File: config.mk
export PLATFORM = sky130hd
export DESIGN_NAME = auth_line_rewriter
export DESIGN_NICKNAME = d
export VERILOG_FILES = /design/src/alr_pkg.sv /design/src/alr_ctrl.sv /design/src/alr_datapath.sv /design/src/auth_line_rewriter.sv
export SDC_FILE = /design/constraint.sdc
export NUM_CORES = 1
export LEC_CHECK = 0
export ABC_AREA = 0
export BUFFER_PORTS_ARGS = -buffer_cell sky130_fd_sc_hd__buf_2
export CAP_MARGIN = 10
export CORE_ASPECT_RATIO = 1.75
export CORE_UTILIZATION = 66
export DETAILED_ROUTE_END_ITERATION = 16
export PLACE_DENSITY = 0.84
export SLEW_MARGIN = 20
export SYNTH_ARGS = -nofsm -noshare
export SYNTH_HDL_FRONTEND = slang
export SYNTH_SLANG_ARGS = --single-unit
File: constraint.sdc
create_clock -name clk -period 11.2 [get_ports clk]
set_input_delay 2.24 -clock clk [delete_from_list [all_inputs] [get_ports clk]]
set_output_delay 2.24 -clock clk [all_outputs]
set_load 0.02 [all_outputs]
File: src/alr_pkg.sv
// Shared types and constants of the authentication line rewriter.
package alr_pkg;

	// Width of every length and index that the output sequencer walks through.
	localparam int LEN_W = 5;

	// Number of output sources, one mask bit each.
	localparam int NUM_PH = 6;

	// Length of the replacement line for the fd-passing negotiation request.
	localparam logic [LEN_W-1:0] NOP_LEN = 5'd13;

	// Output sources in the order in which they appear within one run.
	typedef enum logic [2:0] {
		PH_HELD = 3'd0,
		PH_NOP  = 3'd1,
		PH_UID  = 3'd2,
		PH_CR   = 3'd3,
		PH_BYTE = 3'd4,
		PH_LF   = 3'd5
	} phase_t;

	// What one input byte will emit: sources present and their lengths.
	typedef struct packed {
		logic [NUM_PH-1:0] mask;
		logic [LEN_W-1:0]  held_len;
		logic [LEN_W-1:0]  uid_len;
	} plan_t;

	// Commands from the controller to the datapath.
	typedef struct packed {
		logic             load;
		logic             emit;
		logic             last;
		phase_t           phase;
		logic [LEN_W-1:0] idx;
	} cmd_t;

endpackage

File: src/alr_ctrl.sv
// Controller of the authentication line rewriter: input handshake and output sequencing.
module alr_ctrl (
	input  logic           clk,
	input  logic           arst_n,
	input  logic           in_valid,
	output logic           in_ready,
	output logic           out_valid,
	input  logic           out_ready,
	input  alr_pkg::plan_t plan,
	output alr_pkg::cmd_t  cmd
);
	import alr_pkg::*;

	typedef enum logic {
		ST_IDLE,
		ST_RUN
	} state_t;

	state_t            state_q;
	logic [NUM_PH-1:0] mask_q;
	logic [LEN_W-1:0]  held_len_q;
	logic [LEN_W-1:0]  uid_len_q;
	logic [LEN_W-1:0]  idx_q;
	logic              out_valid_q;

	phase_t            cur_ph;
	logic [LEN_W-1:0]  phase_len;
	logic              phase_done;
	logic [NUM_PH-1:0] rest_mask;
	logic              can_emit;

	assign in_ready  = (state_q == ST_IDLE);
	assign out_valid = out_valid_q;
	assign can_emit  = !out_valid_q || out_ready;

	always_comb begin
		priority if (mask_q[PH_HELD]) cur_ph = PH_HELD;
		else if (mask_q[PH_NOP])      cur_ph = PH_NOP;
		else if (mask_q[PH_UID])      cur_ph = PH_UID;
		else if (mask_q[PH_CR])       cur_ph = PH_CR;
		else if (mask_q[PH_BYTE])     cur_ph = PH_BYTE;
		else                          cur_ph = PH_LF;

		unique case (cur_ph)
			PH_HELD: phase_len = held_len_q;
			PH_NOP:  phase_len = NOP_LEN;
			PH_UID:  phase_len = uid_len_q;
			default: phase_len = LEN_W'(1);
		endcase

		phase_done = ((idx_q + LEN_W'(1)) == phase_len);
		rest_mask  = mask_q & ~(NUM_PH'(1) << cur_ph);

		cmd.load  = in_valid && in_ready;
		cmd.emit  = (state_q == ST_RUN) && (mask_q != '0) && can_emit;
		cmd.last  = phase_done && (rest_mask == '0);
		cmd.phase = cur_ph;
		cmd.idx   = idx_q;
	end

	always_ff @(posedge clk or negedge arst_n) begin
		if (!arst_n) begin
			state_q     <= ST_IDLE;
			mask_q      <= '0;
			held_len_q  <= '0;
			uid_len_q   <= '0;
			idx_q       <= '0;
			out_valid_q <= 1'b0;
		end else begin
			if (cmd.emit) begin
				out_valid_q <= 1'b1;
			end else if (out_ready) begin
				out_valid_q <= 1'b0;
			end

			unique case (state_q)
				ST_IDLE: begin
					if (cmd.load) begin
						mask_q     <= plan.mask;
						held_len_q <= plan.held_len;
						uid_len_q  <= plan.uid_len;
						idx_q      <= '0;
						state_q    <= ST_RUN;
					end
				end
				ST_RUN: begin
					// A byte that causes no output returns straight to idle.
					if (mask_q == '0) begin
						state_q <= ST_IDLE;
					end else if (cmd.emit) begin
						if (phase_done) begin
							mask_q <= rest_mask;
							idx_q  <= '0;
							if (rest_mask == '0) begin
								state_q <= ST_IDLE;
							end
						end else begin
							idx_q <= idx_q + LEN_W'(1);
						end
					end
				end
			endcase
		end
	end

	a_load_starts_run: assert property (@(posedge clk) disable iff (!arst_n)
		cmd.load |=> state_q == ST_RUN)
		else $error("accepted transaction did not start an output run");

	a_last_ends_run: assert property (@(posedge clk) disable iff (!arst_n)
		(cmd.emit && cmd.last) |=> (state_q == ST_IDLE && mask_q == '0))
		else $error("final byte of a run did not return the controller to idle");

	a_held_nonempty: assert property (@(posedge clk) disable iff (!arst_n)
		(state_q == ST_RUN && mask_q[PH_HELD]) |-> held_len_q != '0)
		else $error("held bytes scheduled with zero length");

endmodule

File: src/alr_datapath.sv
// Datapath of the authentication line rewriter: line state, held bytes and output byte.
module alr_datapath #(
	parameter int HOLD_DEPTH    = 17,
	parameter int MAX_ID_DIGITS = 8
) (
	input  logic           clk,
	input  logic           arst_n,
	input  logic           cfg_we,
	input  logic           cfg_index,
	input  logic [31:0]    cfg_data,
	input  logic [7:0]     in_byte,
	input  alr_pkg::cmd_t  cmd,
	output alr_pkg::plan_t plan,
	output logic [7:0]     out_byte,
	output logic           last_of_run
);
	import alr_pkg::*;

	localparam int HIDX_W = $clog2(HOLD_DEPTH);

	localparam logic CFG_DIGITS = 1'b0;
	localparam logic CFG_COUNT  = 1'b1;

	localparam logic [7:0] CH_CR     = 8'h0D;
	localparam logic [7:0] CH_LF     = 8'h0A;
	localparam logic [7:0] CH_NUL    = 8'h00;
	localparam logic [7:0] CH_HEX_HI = 8'h33;

	localparam logic [LEN_W-1:0] BEGIN_LEN = 5'd5;
	localparam logic [LEN_W-1:0] NUF_LEN   = 5'd17;
	localparam logic [LEN_W-1:0] AUTH_LEN  = 5'd14;

	localparam logic [8*5-1:0]  KW_BEGIN = "BEGIN";
	localparam logic [8*17-1:0] KW_NUF   = "NEGOTIATE_UNIX_FD";
	localparam logic [8*14-1:0] KW_AUTH  = "AUTH EXTERNAL ";
	localparam logic [8*13-1:0] KW_NOP   = "NEGOTIATE_NOP";
	localparam logic [8*16-1:0] HEX_LC   = "0123456789abcdef";

	typedef enum logic [1:0] {
		MODE_MATCH   = 2'd0,
		MODE_PASS    = 2'd1,
		MODE_DISCARD = 2'd2
	} mode_t;

	function automatic logic [7:0] begin_char(input logic [LEN_W-1:0] i);
		logic [7:0] c;
		c = CH_NUL;
		if (i < BEGIN_LEN) c = KW_BEGIN[8*(4-int'(i)) +: 8];
		return c;
	endfunction

	function automatic logic [7:0] nuf_char(input logic [LEN_W-1:0] i);
		logic [7:0] c;
		c = CH_NUL;
		if (i < NUF_LEN) c = KW_NUF[8*(16-int'(i)) +: 8];
		return c;
	endfunction

	function automatic logic [7:0] auth_char(input logic [LEN_W-1:0] i);
		logic [7:0] c;
		c = CH_NUL;
		if (i < AUTH_LEN) c = KW_AUTH[8*(13-int'(i)) +: 8];
		return c;
	endfunction

	function automatic logic [7:0] nop_char(input logic [LEN_W-1:0] i);
		logic [7:0] c;
		c = CH_NUL;
		if (i < NOP_LEN) c = KW_NOP[8*(12-int'(i)) +: 8];
		return c;
	endfunction

	// Configuration.
	logic [31:0] uid_digits_q;
	logic [3:0]  uid_count_q;

	// Line state.
	logic             auth_q;
	logic             first_q;
	logic [LEN_W-1:0] hc_q;
	logic [2:0]       cand_q;
	mode_t            mode_q;
	logic             pend_q;
	logic [7:0]       held_q [HOLD_DEPTH];
	logic [7:0]       byte_q;
	logic [7:0]       out_byte_q;
	logic             last_q;

	logic             auth_n;
	logic             first_n;
	logic [LEN_W-1:0] hc_n;
	logic [2:0]       cand_n;
	mode_t            mode_n;
	logic             pend_n;
	logic             store;
	logic             end_ln;
	logic [2:0]       hit;
	logic             is_cr;
	logic             is_lf;
	logic             held_any;
	logic             hc_full;
	logic [3:0]       uid_n;
	logic [2:0]       nib_sel;
	logic [3:0]       digit;
	logic [7:0]       emit_byte;

	// Digit count is clamped into the supported range.
	always_comb begin
		uid_n = uid_count_q;
		if (uid_n == 4'd0) uid_n = 4'd1;
		if (uid_n > 4'(MAX_ID_DIGITS)) uid_n = 4'(MAX_ID_DIGITS);
	end

	assign is_cr    = (in_byte == CH_CR);
	assign is_lf    = (in_byte == CH_LF);
	assign held_any = (hc_q != '0);
	assign hc_full  = ({1'b0, hc_q} >= 6'(HOLD_DEPTH));

	assign hit[0] = cand_q[0] && (hc_q < BEGIN_LEN) && (begin_char(hc_q) == in_byte);
	assign hit[1] = cand_q[1] && (hc_q < NUF_LEN) && (nuf_char(hc_q) == in_byte);
	assign hit[2] = cand_q[2] && (hc_q < AUTH_LEN) && (auth_char(hc_q) == in_byte);

	always_comb begin
		plan          = '0;
		plan.held_len = hc_q;
		plan.uid_len  = {uid_n, 1'b0};
		auth_n  = auth_q;
		first_n = first_q;
		hc_n    = hc_q;
		cand_n  = cand_q;
		mode_n  = mode_q;
		pend_n  = pend_q;
		store   = 1'b0;
		end_ln  = 1'b0;

		priority if (auth_q) begin
			plan.mask[PH_BYTE] = 1'b1;
		end else if (!first_q && in_byte == CH_NUL) begin
			first_n            = 1'b1;
			plan.mask[PH_BYTE] = 1'b1;
		end else begin
			first_n = 1'b1;
			unique case (mode_q)
				MODE_MATCH: begin
					if (pend_q) begin
						if (is_lf) begin
							// The line ends here: decide which keyword it was.
							if (cand_q[0] && hc_q == BEGIN_LEN) begin
								plan.mask[PH_HELD] = 1'b1;
								auth_n             = 1'b1;
							end else if (cand_q[1] && hc_q == NUF_LEN) begin
								plan.mask[PH_NOP] = 1'b1;
							end else begin
								plan.mask[PH_HELD] = held_any;
							end
							plan.mask[PH_CR] = 1'b1;
							plan.mask[PH_LF] = 1'b1;
							end_ln           = 1'b1;
						end else begin
							// A lone CR breaks the match; the line passes from here on.
							plan.mask[PH_HELD] = held_any;
							plan.mask[PH_CR]   = 1'b1;
							plan.mask[PH_BYTE] = !is_cr;
							pend_n             = is_cr;
							hc_n               = '0;
							mode_n             = MODE_PASS;
						end
					end else if (is_cr) begin
						pend_n = 1'b1;
					end else if (hit == 3'b000 || hc_full) begin
						plan.mask[PH_HELD] = held_any;
						plan.mask[PH_BYTE] = 1'b1;
						hc_n               = '0;
						mode_n             = MODE_PASS;
					end else begin
						store  = 1'b1;
						hc_n   = hc_q + LEN_W'(1);
						cand_n = hit;
						if (hit[2] && hc_q == (AUTH_LEN - LEN_W'(1))) begin
							plan.mask[PH_HELD] = 1'b1;
							plan.mask[PH_UID]  = 1'b1;
							plan.held_len      = AUTH_LEN;
							hc_n               = '0;
							mode_n             = MODE_DISCARD;
						end
					end
				end
				MODE_PASS: begin
					if (is_cr) begin
						plan.mask[PH_CR] = pend_q;
						pend_n           = 1'b1;
					end else if (is_lf && pend_q) begin
						plan.mask[PH_CR] = 1'b1;
						plan.mask[PH_LF] = 1'b1;
						end_ln           = 1'b1;
					end else begin
						plan.mask[PH_CR]   = pend_q;
						plan.mask[PH_BYTE] = 1'b1;
						pend_n             = 1'b0;
					end
				end
				default: begin
					if (is_cr) begin
						pend_n = 1'b1;
					end else if (is_lf && pend_q) begin
						plan.mask[PH_CR] = 1'b1;
						plan.mask[PH_LF] = 1'b1;
						end_ln           = 1'b1;
					end else begin
						pend_n = 1'b0;
					end
				end
			endcase
		end

		if (end_ln) begin
			hc_n   = '0;
			cand_n = 3'b111;
			mode_n = MODE_MATCH;
			pend_n = 1'b0;
		end
	end

	// User id characters: an even index gives the high hex digit of the ASCII code.
	assign nib_sel = 3'(uid_n - 4'd1 - {1'b0, cmd.idx[LEN_W-1:1]});
	assign digit   = uid_digits_q[4*nib_sel +: 4];

	// Held bytes are read from the memory in the clocked block below.
	always_comb begin
		unique case (cmd.phase)
			PH_HELD: emit_byte = CH_NUL;
			PH_NOP:  emit_byte = nop_char(cmd.idx);
			PH_UID:  emit_byte = cmd.idx[0] ? HEX_LC[8*(15-int'(digit)) +: 8] : CH_HEX_HI;
			PH_CR:   emit_byte = CH_CR;
			PH_BYTE: emit_byte = byte_q;
			PH_LF:   emit_byte = CH_LF;
			default: emit_byte = CH_NUL;
		endcase
	end

	always_ff @(posedge clk or negedge arst_n) begin
		if (!arst_n) begin
			uid_digits_q <= '0;
			uid_count_q  <= 4'd1;
			auth_q       <= 1'b0;
			first_q      <= 1'b0;
			hc_q         <= '0;
			cand_q       <= 3'b111;
			mode_q       <= MODE_MATCH;
			pend_q       <= 1'b0;
		end else begin
			if (cfg_we) begin
				unique case (cfg_index)
					CFG_DIGITS: uid_digits_q <= cfg_data;
					CFG_COUNT:  uid_count_q  <= cfg_data[3:0];
				endcase
			end
			if (cmd.load) begin
				auth_q  <= auth_n;
				first_q <= first_n;
				hc_q    <= hc_n;
				cand_q  <= cand_n;
				mode_q  <= mode_n;
				pend_q  <= pend_n;
			end
		end
	end

	always_ff @(posedge clk) begin
		if (cmd.load) begin
			byte_q <= in_byte;
			if (store) held_q[hc_q[HIDX_W-1:0]] <= in_byte;
		end
		if (cmd.emit) begin
			if (cmd.phase == PH_HELD) begin
				out_byte_q <= held_q[cmd.idx[HIDX_W-1:0]];
			end else begin
				out_byte_q <= emit_byte;
			end
			last_q <= cmd.last;
		end
	end

	assign out_byte    = out_byte_q;
	assign last_of_run = last_q;

	a_held_bound: assert property (@(posedge clk) disable iff (!arst_n)
		hc_q <= NUF_LEN)
		else $error("held byte count beyond the longest keyword");

	a_discard_empty: assert property (@(posedge clk) disable iff (!arst_n)
		(mode_q == MODE_DISCARD) |-> hc_q == '0)
		else $error("bytes held while discarding a line tail");

	a_auth_clean: assert property (@(posedge clk) disable iff (!arst_n)
		$rose(auth_q) |-> (mode_q == MODE_MATCH && hc_q == '0 && !pend_q))
		else $error("pass-through entered without a clean line state");

endmodule

File: src/auth_line_rewriter.sv
// Top level of the authentication line rewriter.
// Rewrites a CR LF text authentication stream one byte per input transaction:
// a line that asks for Unix fd passing becomes a no-op negotiation line, the
// tail of an AUTH EXTERNAL line is replaced by the configured user id in
// hex-coded ASCII, and a BEGIN line switches the block to plain pass-through.
// An input byte is taken first, then its output bytes follow one by one,
// since the sequencer loads the single output register once per cycle while
// the output is not stalled (a run is at most 30 bytes). A byte that causes
// no output still passes through the run state. A new byte is taken as soon
// as the previous run has been loaded, even while its last byte still waits
// on the output. Configuration writes take effect at once and should be made
// only while no run is in progress; no clearing pass follows reset.
module auth_line_rewriter #(
	parameter int HOLD_DEPTH    = 17,
	parameter int MAX_ID_DIGITS = 8
) (
	input  logic        clk,
	input  logic        arst_n,
	input  logic        cfg_we,
	input  logic        cfg_index,
	input  logic [31:0] cfg_data,
	input  logic        in_valid,
	output logic        in_ready,
	input  logic [7:0]  in_byte,
	output logic        out_valid,
	input  logic        out_ready,
	output logic [7:0]  out_byte,
	output logic        last_of_run
);
	import alr_pkg::*;

	plan_t plan;
	cmd_t  cmd;

	alr_ctrl u_ctrl (
		.clk       (clk),
		.arst_n    (arst_n),
		.in_valid  (in_valid),
		.in_ready  (in_ready),
		.out_valid (out_valid),
		.out_ready (out_ready),
		.plan      (plan),
		.cmd       (cmd)
	);

	alr_datapath #(
		.HOLD_DEPTH    (HOLD_DEPTH),
		.MAX_ID_DIGITS (MAX_ID_DIGITS)
	) u_datapath (
		.clk         (clk),
		.arst_n      (arst_n),
		.cfg_we      (cfg_we),
		.cfg_index   (cfg_index),
		.cfg_data    (cfg_data),
		.in_byte     (in_byte),
		.cmd         (cmd),
		.plan        (plan),
		.out_byte    (out_byte),
		.last_of_run (last_of_run)
	);

endmodule
# == Word-level counts from Yosys, hierarchy flattened ==
# Memory sizes are Yosys's and may differ from the RTL's.
# Cells that the tools add are included.
# op_classes
n_addsub,9
magnitude_cmp,6
n_eq_ne,27
shift,7
mux,125
bitwise_logic,5
reduce_logical,42
# op_table
operator,count
"136-bit by 32-bit indexed part select with 8-bit output, first input constant",1
"128-bit by 32-bit indexed part select with 8-bit output, first input constant",1
"112-bit by 32-bit indexed part select with 8-bit output, first input constant",1
"104-bit by 32-bit indexed part select with 8-bit output, first input constant",1
5-bit 2-to-1 mux,15
1-bit 2-to-1 mux,64
8-bit 2-to-1 mux,7
8-bit case mux with 5 select lines,1
"40-bit by 32-bit indexed part select with 8-bit output, first input constant",1
6-bit 2-to-1 mux,6
3-bit 2-to-1 mux,11
32-bit by 6-bit indexed part select with 4-bit output,1
8-bit equality test,3
2-bit 2-to-1 mux,10
9-bit 2-to-1 mux,2
"8-bit by 4-bit equality test with 1-bit output, second input constant",2
1-bit logical AND,15
5-bit case mux with 3 select lines,1
7-bit AND reduction,2
6-bit logical NOT,2
"2-bit != test, second input constant",6
6-bit case mux with 2 select lines,1
"4-bit by 5-bit subtractor with 6-bit output, first input constant",2
"5-bit by 1-bit adder with 5-bit output, second input constant",2
other kinds (43),63
# word_totals
ff_bits,88
mem_bits_rw,136
input_bits,46
output_inout_bits,11
wordCells,239
memories,1
# mem_list
name,depth,width,rd,rd_ports_with_merged_regs,wr,line,text
u_datapath.held_q,17,8,1,0,1,alr_datapath.sv:84,logic [7:0] held_q [HOLD_DEPTH];

# == Depth between registers and ports, before layout ==
# Gate-level depths: netlist of the first run.
# depth
word_depth,16
ltp_mapped,17
depth_no_buf,17

# == Modules after synthesis ==
# From an unflattened synthesis of the first run, not the netlist that was laid out.
# unflattened
hier_cells,879
area_unflattened_um2,11544.8
# modules_own_cells
module,instances,cells_each,area_per_inst_um2,seq_area_each_um2
alr_datapath,1,747,10192.3,5825.6
alr_ctrl,1,132,1352.5,575.6

# == Least setup slack after synthesis of the first run ==
# Ideal clock, no wire load.
# synth_path
path_type,input to register
from,input in_byte[2]
to,memory u_datapath.held_q[10][0] (enable)
setup_ns,0.370
arrival_time_ns,4.540
required_time_ns,10.830
slack_ns,6.291
cell_stages,10
path_buffers,1
cell_sequence,clkbuf_1 > xor2_1 > nand2_1 > o22ai_1 > mux2i_1 > nor4b_1 > nand3_1 > a311oi_4 > nand2_4 > nor3b_2
# synth_between
elab_chain_cells,13
word_cells_on_any_way,20
classes_between,eq/ne (4); mux (9); reduce/logical (7)
# synth_rtl
item,line,text
start: declaration,auth_line_rewriter.sv:24,"input logic [7:0] in_byte,"
"8-bit equality test, on equally long branches","alr_datapath.sv:119, alr_datapath.sv:120, alr_datapath.sv:121",
"1-bit logical AND, on equally long branches","alr_datapath.sv:119, alr_datapath.sv:120, alr_datapath.sv:121",
3-bit logical NOT,alr_datapath.sv:170,end else if (hit == 3'b000 || hc_full) begin
1-bit logical OR,alr_datapath.sv:170,
1-bit 2-to-1 mux,alr_datapath.sv:170,
1-bit 2-to-1 mux,alr_datapath.sv:168,end else if (is_cr) begin
1-bit 2-to-1 mux,alr_datapath.sv:145,if (pend_q) begin
1-bit 2-to-1 mux,alr_datapath.sv:143,unique case (mode_q)
1-bit 2-to-1 mux (*),alr_datapath.sv:138,end else if (!first_q && in_byte == CH_NUL) begin
1-bit 2-to-1 mux (*),alr_datapath.sv:136,priority if (auth_q) begin
1-bit 2-to-1 mux (*),alr_datapath.sv:272,if (store) held_q[hc_q[HIDX_W-1:0]] <= in_byte;
1-bit 2-to-1 mux (*),alr_datapath.sv:270,if (cmd.load) begin
1-bit 2-to-1 mux (implied by the code) (*),alr_datapath.sv:272,
end: declaration,alr_datapath.sv:84,
# Every way passes the cells marked *; elsewhere a longest branch is shown, timed or not.

# == Final worst setup path of the first run ==
# layout_path
from,register u_datapath.hc_q[1]
to,memory u_datapath.held_q[15][6] (enable)
# layout_between
elab_chain_cells,16
word_cells_on_any_way,33
classes_between,add/sub (3); order compare (4); eq/ne (3); shift (3); mux (12); reduce/logical (8)
# layout_rtl
item,line,text
start: declaration,alr_datapath.sv:80,logic [LEN_W-1:0] hc_q;
start signal: assignment,alr_datapath.sv:261,hc_q <= hc_n;
5-bit by 5-bit subtractor with 6-bit output (tied with other cells),alr_datapath.sv:55,if (i < NUF_LEN) c = KW_NUF[8*(16-int'(i)) +: 8];
136-bit by 32-bit indexed part select with 8-bit output (tied with other cells),alr_datapath.sv:55,
"8-bit 2-to-1 mux, on equally long branches","alr_datapath.sv:55, alr_datapath.sv:48, alr_datapath.sv:62",
"8-bit equality test, on equally long branches","alr_datapath.sv:120, alr_datapath.sv:119, alr_datapath.sv:121",
"1-bit logical AND, on equally long branches","alr_datapath.sv:120, alr_datapath.sv:119, alr_datapath.sv:121",
3-bit logical NOT,alr_datapath.sv:170,
1-bit logical OR,alr_datapath.sv:170,
1-bit 2-to-1 mux,alr_datapath.sv:170,
1-bit 2-to-1 mux,alr_datapath.sv:168,
1-bit 2-to-1 mux,alr_datapath.sv:145,
1-bit 2-to-1 mux,alr_datapath.sv:143,
1-bit 2-to-1 mux,alr_datapath.sv:138,
1-bit 2-to-1 mux,alr_datapath.sv:136,
1-bit 2-to-1 mux,alr_datapath.sv:272,
1-bit 2-to-1 mux,alr_datapath.sv:270,
1-bit 2-to-1 mux (implied by the code),alr_datapath.sv:272,
# Several ways; a longest one is shown, not always the timed one.

==> results.json, run 1 <==
{
  "yosys.area_share.simple": 0.1044,
  "first_global_vias": 8083,
  "totalPowerFinal_mw": 2.120,
  "clk_latency_ns": 0.51,
  "cts_tree": "done",
  "grt_pass1_wl_um": 46050,
  "syn_to_final_growth_pct": 9.689,
  "ios": 57,
  "yosysSeqAreaShare": 0.5630,
  "die_w_um": 101.0,
  "antenna_left": 0,
  "grt.total_usage": 0.3526,
  "yosys.area.top_type": "edfxtp_1",
  "fin_nets": 953,
  "synth.most_common_cell": "edfxtp_1",
  "synthesis.nets": 922,
  "tns_ns": 0,
  "max-slew-margin-rel": 0.3880,
  "clockBufferDepth": 3,
  "drive_gt1_frac": 0.2428,
  "place_congestion": 0.8952,
  "worst_slack_ns": 5.577,
  "synth_flop_cell": "edfxtp_1",
  "tightestPinTransition_ns": 0.9180,
  "die_h_um": 175.3,
  "critical_path_arrival_ns": 5.76,
  "p_per_area_nw_per_um2": 170.7,
  "first_pass_iters": 5,
  "timing.rr.end": "u_datapath.held_q[15][6]",
  "synth_xor_area_frac": 0.02452,
  "r2r-start": "u_datapath.hc_q[1]",
  "dp_hpwl_um": 19880,
  "postCtsSetupBuffers": 0,
  "ys_types": 86,
  "min_to": "u_ctrl.held_len_q[0]",
  "start_util": 0.6714,
  "postCtsHoldBufs": 0,
  "outcome": "complete, no violations",
  "post-route-util": 0.7365,
  "antenna_found_initial": 0,
  "hold_path_startpoint": "u_ctrl.held_len_q[0]",
  "min_period_over_period": 0.5020,
  "drv_cap": 0,
  "reg2reg_depth": 11,
  "syn-cell-area_um2": 11330,
  "async_flop_share": 0.3170,
  "port_buffers": 56,
  "h-tree-depth": 1,
  "synth_area_leaders": "edfxtp_1 41%, dfrtp_1 15%, mux4_2 9.5%, mux2_2 4.6%, nor2_1 2.0%",
  "place_ws_ns": 5.459,
  "maxSlewViolCount": 0,
  "synth_edf_count": 153,
  "hold_depth": 2,
  "hold_viol": 0,
  "vdd_drop_max_v": 0.0001557,
  "worstSetupStartpointType": "flip-flop",
  "cts.sinks": 224,
  "syn-instance-count": 860,
  "synth_seq_cells": 224,
  "cts_buffers": 21,
  "hp-class": "flip-flop to flip-flop",
  "cts_resized": 0,
  "rows": 63,
  "viasPerCell": 6.982,
  "synth_top_family_by_area": "multiplexers",
  "setup_viol": 0,
  "syn_avg_cell_area_um2": 13.17,
  "synth-compound-area-share": 0.1033,
  "startpoint": "u_datapath.hc_q[1]",
  "rrSetupSlack_ns": 5.58,
  "cts-root-buf": "clkbuf_16",
  "cp-end-kind": "flip-flop",
  "leakage_nw": 4.470,
  "yosys_warnings": 0,
  "die-area_um2": 17710,
  "drc_errors": 0,
  "wire_per_inst_um": 25.99,
  "clock.fmax_mhz": 177.8,
  "period_minus_slack_ns": 5.623,
  "critical_path_class": "flip-flop to flip-flop",
  "skew_ns": 0.01470,
  "grt_start_max_net_pins": 60,
  "grt.overflow.total": 0,
  "synth_common_cells": "153 x edfxtp_1, 67 x dfrtp_1, 61 x nor2_1",
  "synth_fa_ha_area_frac": 0.01834,
  "core_um2": 16870,
  "num_vias": 7911,
  "drt_iter0_markers": 858,
  "clk_pin_slew_ns": 0.07,
  "synth_top_area_frac": 0.4057,
  "crit_fanout": 21,
  "cp.required_ns": 11.34,
  "n_antenna_cell": 0,
  "synth_mux_area_frac": 0.1562,
  "drt-total-wl_um": 29450,
  "holdWs_ns": 0.4814,
  "rsz0062_at_grt": "no"
}
-- layer usage --
metal,track usage,up-vias,share of wire
li1,-,3362,-
met4,0.2035,0,0.068
met2,0.6330,493,0.53
met1,0.3917,3909,0.33
met3,0.05253,147,0.070
met5,0,-,0
-- cells by family (layout without fill, tap and decap cells) --
| kind of cell | after synthesis | after routing |
|---|---|---|
| muxes | 111 | 111 |
| xor gates and xnor gates | 26 | 26 |
| DFF | 224 | 224 |
| and+or+nand+nor | 234 | 234 |
| buffers and inverters | 83 | 129 |
| AOI/OAI and AO/OA | 166 | 166 |
| adders and majority gates | 16 | 16 |
-- critical path, stage by stage (launching register included) --
cell	delay, ns
dfrtp_1	0.82
clkinv_1	0.54
ha_1	0.53
xnor2_2	0.49
o311ai_0	0.22
a21oi_1	0.42
o31ai_1	0.19
a311oi_1	0.48
o311ai_4	0.19
a311oi_4	0.60
nand2_4	0.18
nor2_1	0.59
-- worst max-delay path by stage --
stage	endpoint	slack (ns)	cells past startpoint
after CTS	u_datapath.held_q[15][6]	5.63	14
after global routing	u_datapath.held_q[10][0]	5.24	14
after floorplan	u_datapath.held_q[10][0]	6.29	10
after global placement	u_datapath.held_q[1][3]	5.61	10
after detailed placement	u_datapath.held_q[15][6]	5.46	10
final	u_datapath.held_q[15][6]	5.58	11
-- registers in the layout, indices dropped and copies added (netlist names) --
signal                   count
u_ctrl.idx_q                 5
u_datapath.cand_q            3
u_datapath.hc_q              5
u_ctrl.mask_q                6
u_datapath.pend_q            1
u_datapath.held_q          136
u_datapath.uid_count_q       4
u_ctrl.uid_len_q             4
u_datapath.auth_q            1
u_ctrl.out_valid             1
u_ctrl.state_q               1
u_datapath.last_of_run       1
u_datapath.byte_q            8
u_datapath.first_q           1
u_datapath.out_byte          8
u_datapath.mode_q            2
u_datapath.uid_digits_q     32
u_ctrl.held_len_q            5
-- layout by cell type, fill, tap and decap left out, types with 5 or more instances in the layout --
cell type / netlist / layout
ha_1: 15 / 15
dfrtp_1: 67 / 66
a21o_1: 7 / 7
clkbuf_16: 0 / 21
or3_1: 9 / 9
a21oi_1: 35 / 35
nand2b_1: 8 / 8
o32ai_1: 5 / 5
nand2_1: 59 / 59
xnor2_1: 14 / 14
o22ai_1: 7 / 7
edfxtp_1: 153 / 153
a31oi_1: 11 / 11
inv_1: 22 / 22
nand4_1: 6 / 6
mux2i_1: 17 / 17
nand3_1: 19 / 19
mux4_2: 48 / 48
nor4_1: 5 / 5
mux2_2: 46 / 46
a22oi_1: 6 / 6
nor3_1: 20 / 20
a311oi_1: 6 / 6
nor2_1: 61 / 61
buf_4: 1 / 11
buf_2: 10 / 56
xor2_1: 7 / 7
nor2b_1: 11 / 10
o31ai_1: 8 / 8
o21ai_0: 32 / 32
and3_1: 5 / 5
-- power breakdown --
part / internal (mW) / total [mW] / switching (mW) / leakage [nW]
registers: 0.941 / 0.970 / 0.0283 / 2.23
logic: 0.173 / 0.417 / 0.244 / 1.89
clock network: 0.424 / 0.734 / 0.309 / 0.344
total: 1.54 / 2.12 / 0.582 / 4.47
-- through the flow --
stage	cell area, um2	cells
floorplan	11330	860
global route	12420	1133
finish	12420	1133
CTS	12420	1133
detailed placement	11720	1095
global placement	11720	1095
-- area by class of cell --
class / instances / area [um2]
timing repair buffer: 67 / 362.8
multi-input combinational: 553 / 4609
inverter: 24 / 90.09
clock buffer: 26 / 554.3
clock inverter: 12 / 145.1
sequential: 224 / 6377
fill: 1060 / 4446
tap: 227 / 284.0
Note: power is estimated with default switching activity, not from simulation.
==> run 2, diff against run 1 <==
--- a/config.mk
+++ b/config.mk
@@ -9,9 +9,9 @@
 export BUFFER_PORTS_ARGS = -buffer_cell sky130_fd_sc_hd__buf_2
 export CAP_MARGIN = 10
 export CORE_ASPECT_RATIO = 1.75
-export CORE_UTILIZATION = 66
+export CORE_UTILIZATION = 56
 export DETAILED_ROUTE_END_ITERATION = 16
-export PLACE_DENSITY = 0.84
+export PLACE_DENSITY = 0.76
 export SLEW_MARGIN = 20
 export SYNTH_ARGS = -nofsm -noshare
 export SYNTH_HDL_FRONTEND = slang
==> constraint.sdc (replaced) <==
create_clock -name clk -period 5 [get_ports clk]
set_input_delay 1 -clock clk [delete_from_list [all_inputs] [get_ports clk]]
set_output_delay 1 -clock clk [all_outputs]
set_load 0.02 [all_outputs]
==> results.json, run 2 (synthesized netlist as in run 1, its figures left out) <==
{
  "grt_pass1_wl_um": 41490,
  "postCtsSetupBuffers": 0,
  "worst_slack_ns": 0.4314,
  "die-area_um2": 20820,
  "drv_cap": 0,
  "worstSetupStartpointType": "flip-flop",
  "cp-end-kind": "flip-flop",
  "clk_pin_slew_ns": 0.07,
  "maxSlewViolCount": 0,
  "place_congestion": 0.9100,
  "final_area_um2": 12640,
  "crit_fanout": 10,
  "hp-class": "flip-flop to flip-flop",
  "ios": 57,
  "ff_latch_area_um2": 6377,
  "instances_no_fill": 1173,
  "cts_resized": 0,
  "antenna_found_initial": 0,
  "cts_tree": "done",
  "tns_ns": 0,
  "core_um2": 19740,
  "fin_nets": 975,
  "viasPerCell": 6.373,
  "grt.total_usage": 0.2679,
  "leakage_nw": 4.591,
  "drt-total-wl_um": 26810,
  "p_seq_frac": 0.458,
  "setup_viol": 0,
  "cts_buffers": 21,
  "power.switching_mw": 1.255,
  "antenna_left": 0,
  "clk_latency_ns": 0.50,
  "place_area_um2": 11910,
  "tightestPinTransition_ns": 0.9316,
  "postCtsHoldBufs": 0,
  "start_util": 0.5738,
  "largest_register_ffs": 136,
  "wire_per_inst_um": 22.85,
  "place_ws_ns": 0.3953,
  "intPower_mw": 3.487,
  "drc_errors": 0,
  "dp.cells": 1135,
  "cts-root-buf": "clkbuf_16",
  "min_period_over_period": 0.9137,
  "critical_path_arrival_ns": 4.70,
  "outcome": "complete, no violations",
  "rrSetupSlack_ns": 0.43,
  "hold_viol": 0,
  "rsz0062_at_grt": "no",
  "multi_input_comb_area_um2": 4609,
  "first_global_vias": 7600,
  "p_per_area_nw_per_um2": 375.3,
  "drt_iter0_markers": 520,
  "dp_hpwl_um": 18500,
  "n_antenna_cell": 0,
  "die_h_um": 190.1,
  "h-tree-depth": 1,
  "critical_path_class": "flip-flop to flip-flop",
  "layout_common_cells": "153 x edfxtp_1, 66 x dfrtp_1, 61 x nor2_1, 59 x nand2_1, 56 x buf_2",
  "grt.overflow.total": 0,
  "drive_gt1_frac": 0.2597,
  "cp.required_ns": 5.13,
  "skew_ns": 0.01687,
  "vdd_drop_max_v": 0.0003351,
  "max-slew-margin-rel": 0.3745,
  "syn_to_final_growth_pct": 11.57,
  "num_vias": 7475,
  "nFillCells": 1433,
  "die_w_um": 109.5,
  "clock.fmax_mhz": 218.9,
  "cts.sinks": 224,
  "port_buffers": 56,
  "clkPwrFrac": 0.353,
  "layout_commonest_cell": "edfxtp_1",
  "netSwitchingFraction": 0.2647,
  "period_minus_slack_ns": 4.569,
  "p_comb_frac": 0.188,
  "rows": 68,
  "first_pass_iters": 5,
  "clockBufferDepth": 3,
  "grt_start_max_net_pins": 72
}
==> run 2: cell count changes in the layout (fill, tap and decap cells not counted), sizes merged <==
cell | before | now
bufinv | 3 | 4
clkinv | 7 | 6
buf | 67 | 89
==> run 2: worst max-delay path, cell delays in order (launching register included) <==
cell and delay, ns:
dfrtp_1 0.35, clkinv_1 0.30, ha_1 0.41, nand2_1 0.16
nor2_1 0.10, ha_1 0.45, and3_1 0.22, mux2i_1 0.13
a21oi_1 0.10, a21o_1 0.19, a311oi_2 0.32, o311ai_4 0.19
a311oi_4 0.31, buf_4 0.24, nand2_4 0.08, nor2_1 0.62
==> run 2: area by class of cell <==
cell class | instances | area share
repair buffers | 89 | 0.04179
well taps | 245 | 0.02426
flip-flops and latches | 224 | 0.5047
inverters | 24 | 0.007129
clock inverters | 12 | 0.01426
clock buffers | 26 | 0.04307
multi-input cells | 553 | 0.3648
==> run 2: per-stage QoR <==
stage / hold slack, ns / utilization / power (mW)
after global placement: 0.4318 / 0.6034 / 3.080
after detailed placement: 0.4463 / 0.6034 / 3.100
final: 0.4677 / 0.6402 / 4.742
after CTS: 0.4626 / 0.6402 / 4.775
after floorplan: 0.4197 / - / 2.830
after global routing: 0.4901 / 0.6402 / 4.934
==> run 2: layer usage <==
metal	vias up	share of wire	GRT usage	wire length [um]
met4	0	0.056	0.1487	1508
li1	3409	-	-	-
met1	3719	0.36	0.2988	9585
met3	72	0.043	0.02706	1143
met2	275	0.54	0.4877	14570
met5	-	0	0	0
==> run 2: worst paths after layout <==
check                                              to               start  cells after the start
max                           u_datapath.held_q[6][3]  u_datapath.hc_q[1]                     15
min                                u_datapath.first_q  u_datapath.first_q                      1
max reg2reg                   u_datapath.held_q[6][3]  u_datapath.hc_q[1]                     15
min reg2reg                        u_datapath.first_q  u_datapath.first_q                      1
max in group asynchronous             u_ctrl.idx_q[0]              arst_n                      2
min in group asynchronous  u_datapath.uid_digits_q[8]              arst_n                      2
==> run 2: power groups by stage <==
stage | Sequential [mW] | Clock, mW | Combinational (mW)
after floorplan | 2.21 | 0 | 0.616
after global placement | 2.21 | 0 | 0.873
after detailed placement | 2.21 | 0 | 0.891
after CTS | 2.17 | 1.70 | 0.903
after global routing | 2.18 | 1.77 | 0.981
final | 2.17 | 1.68 | 0.894
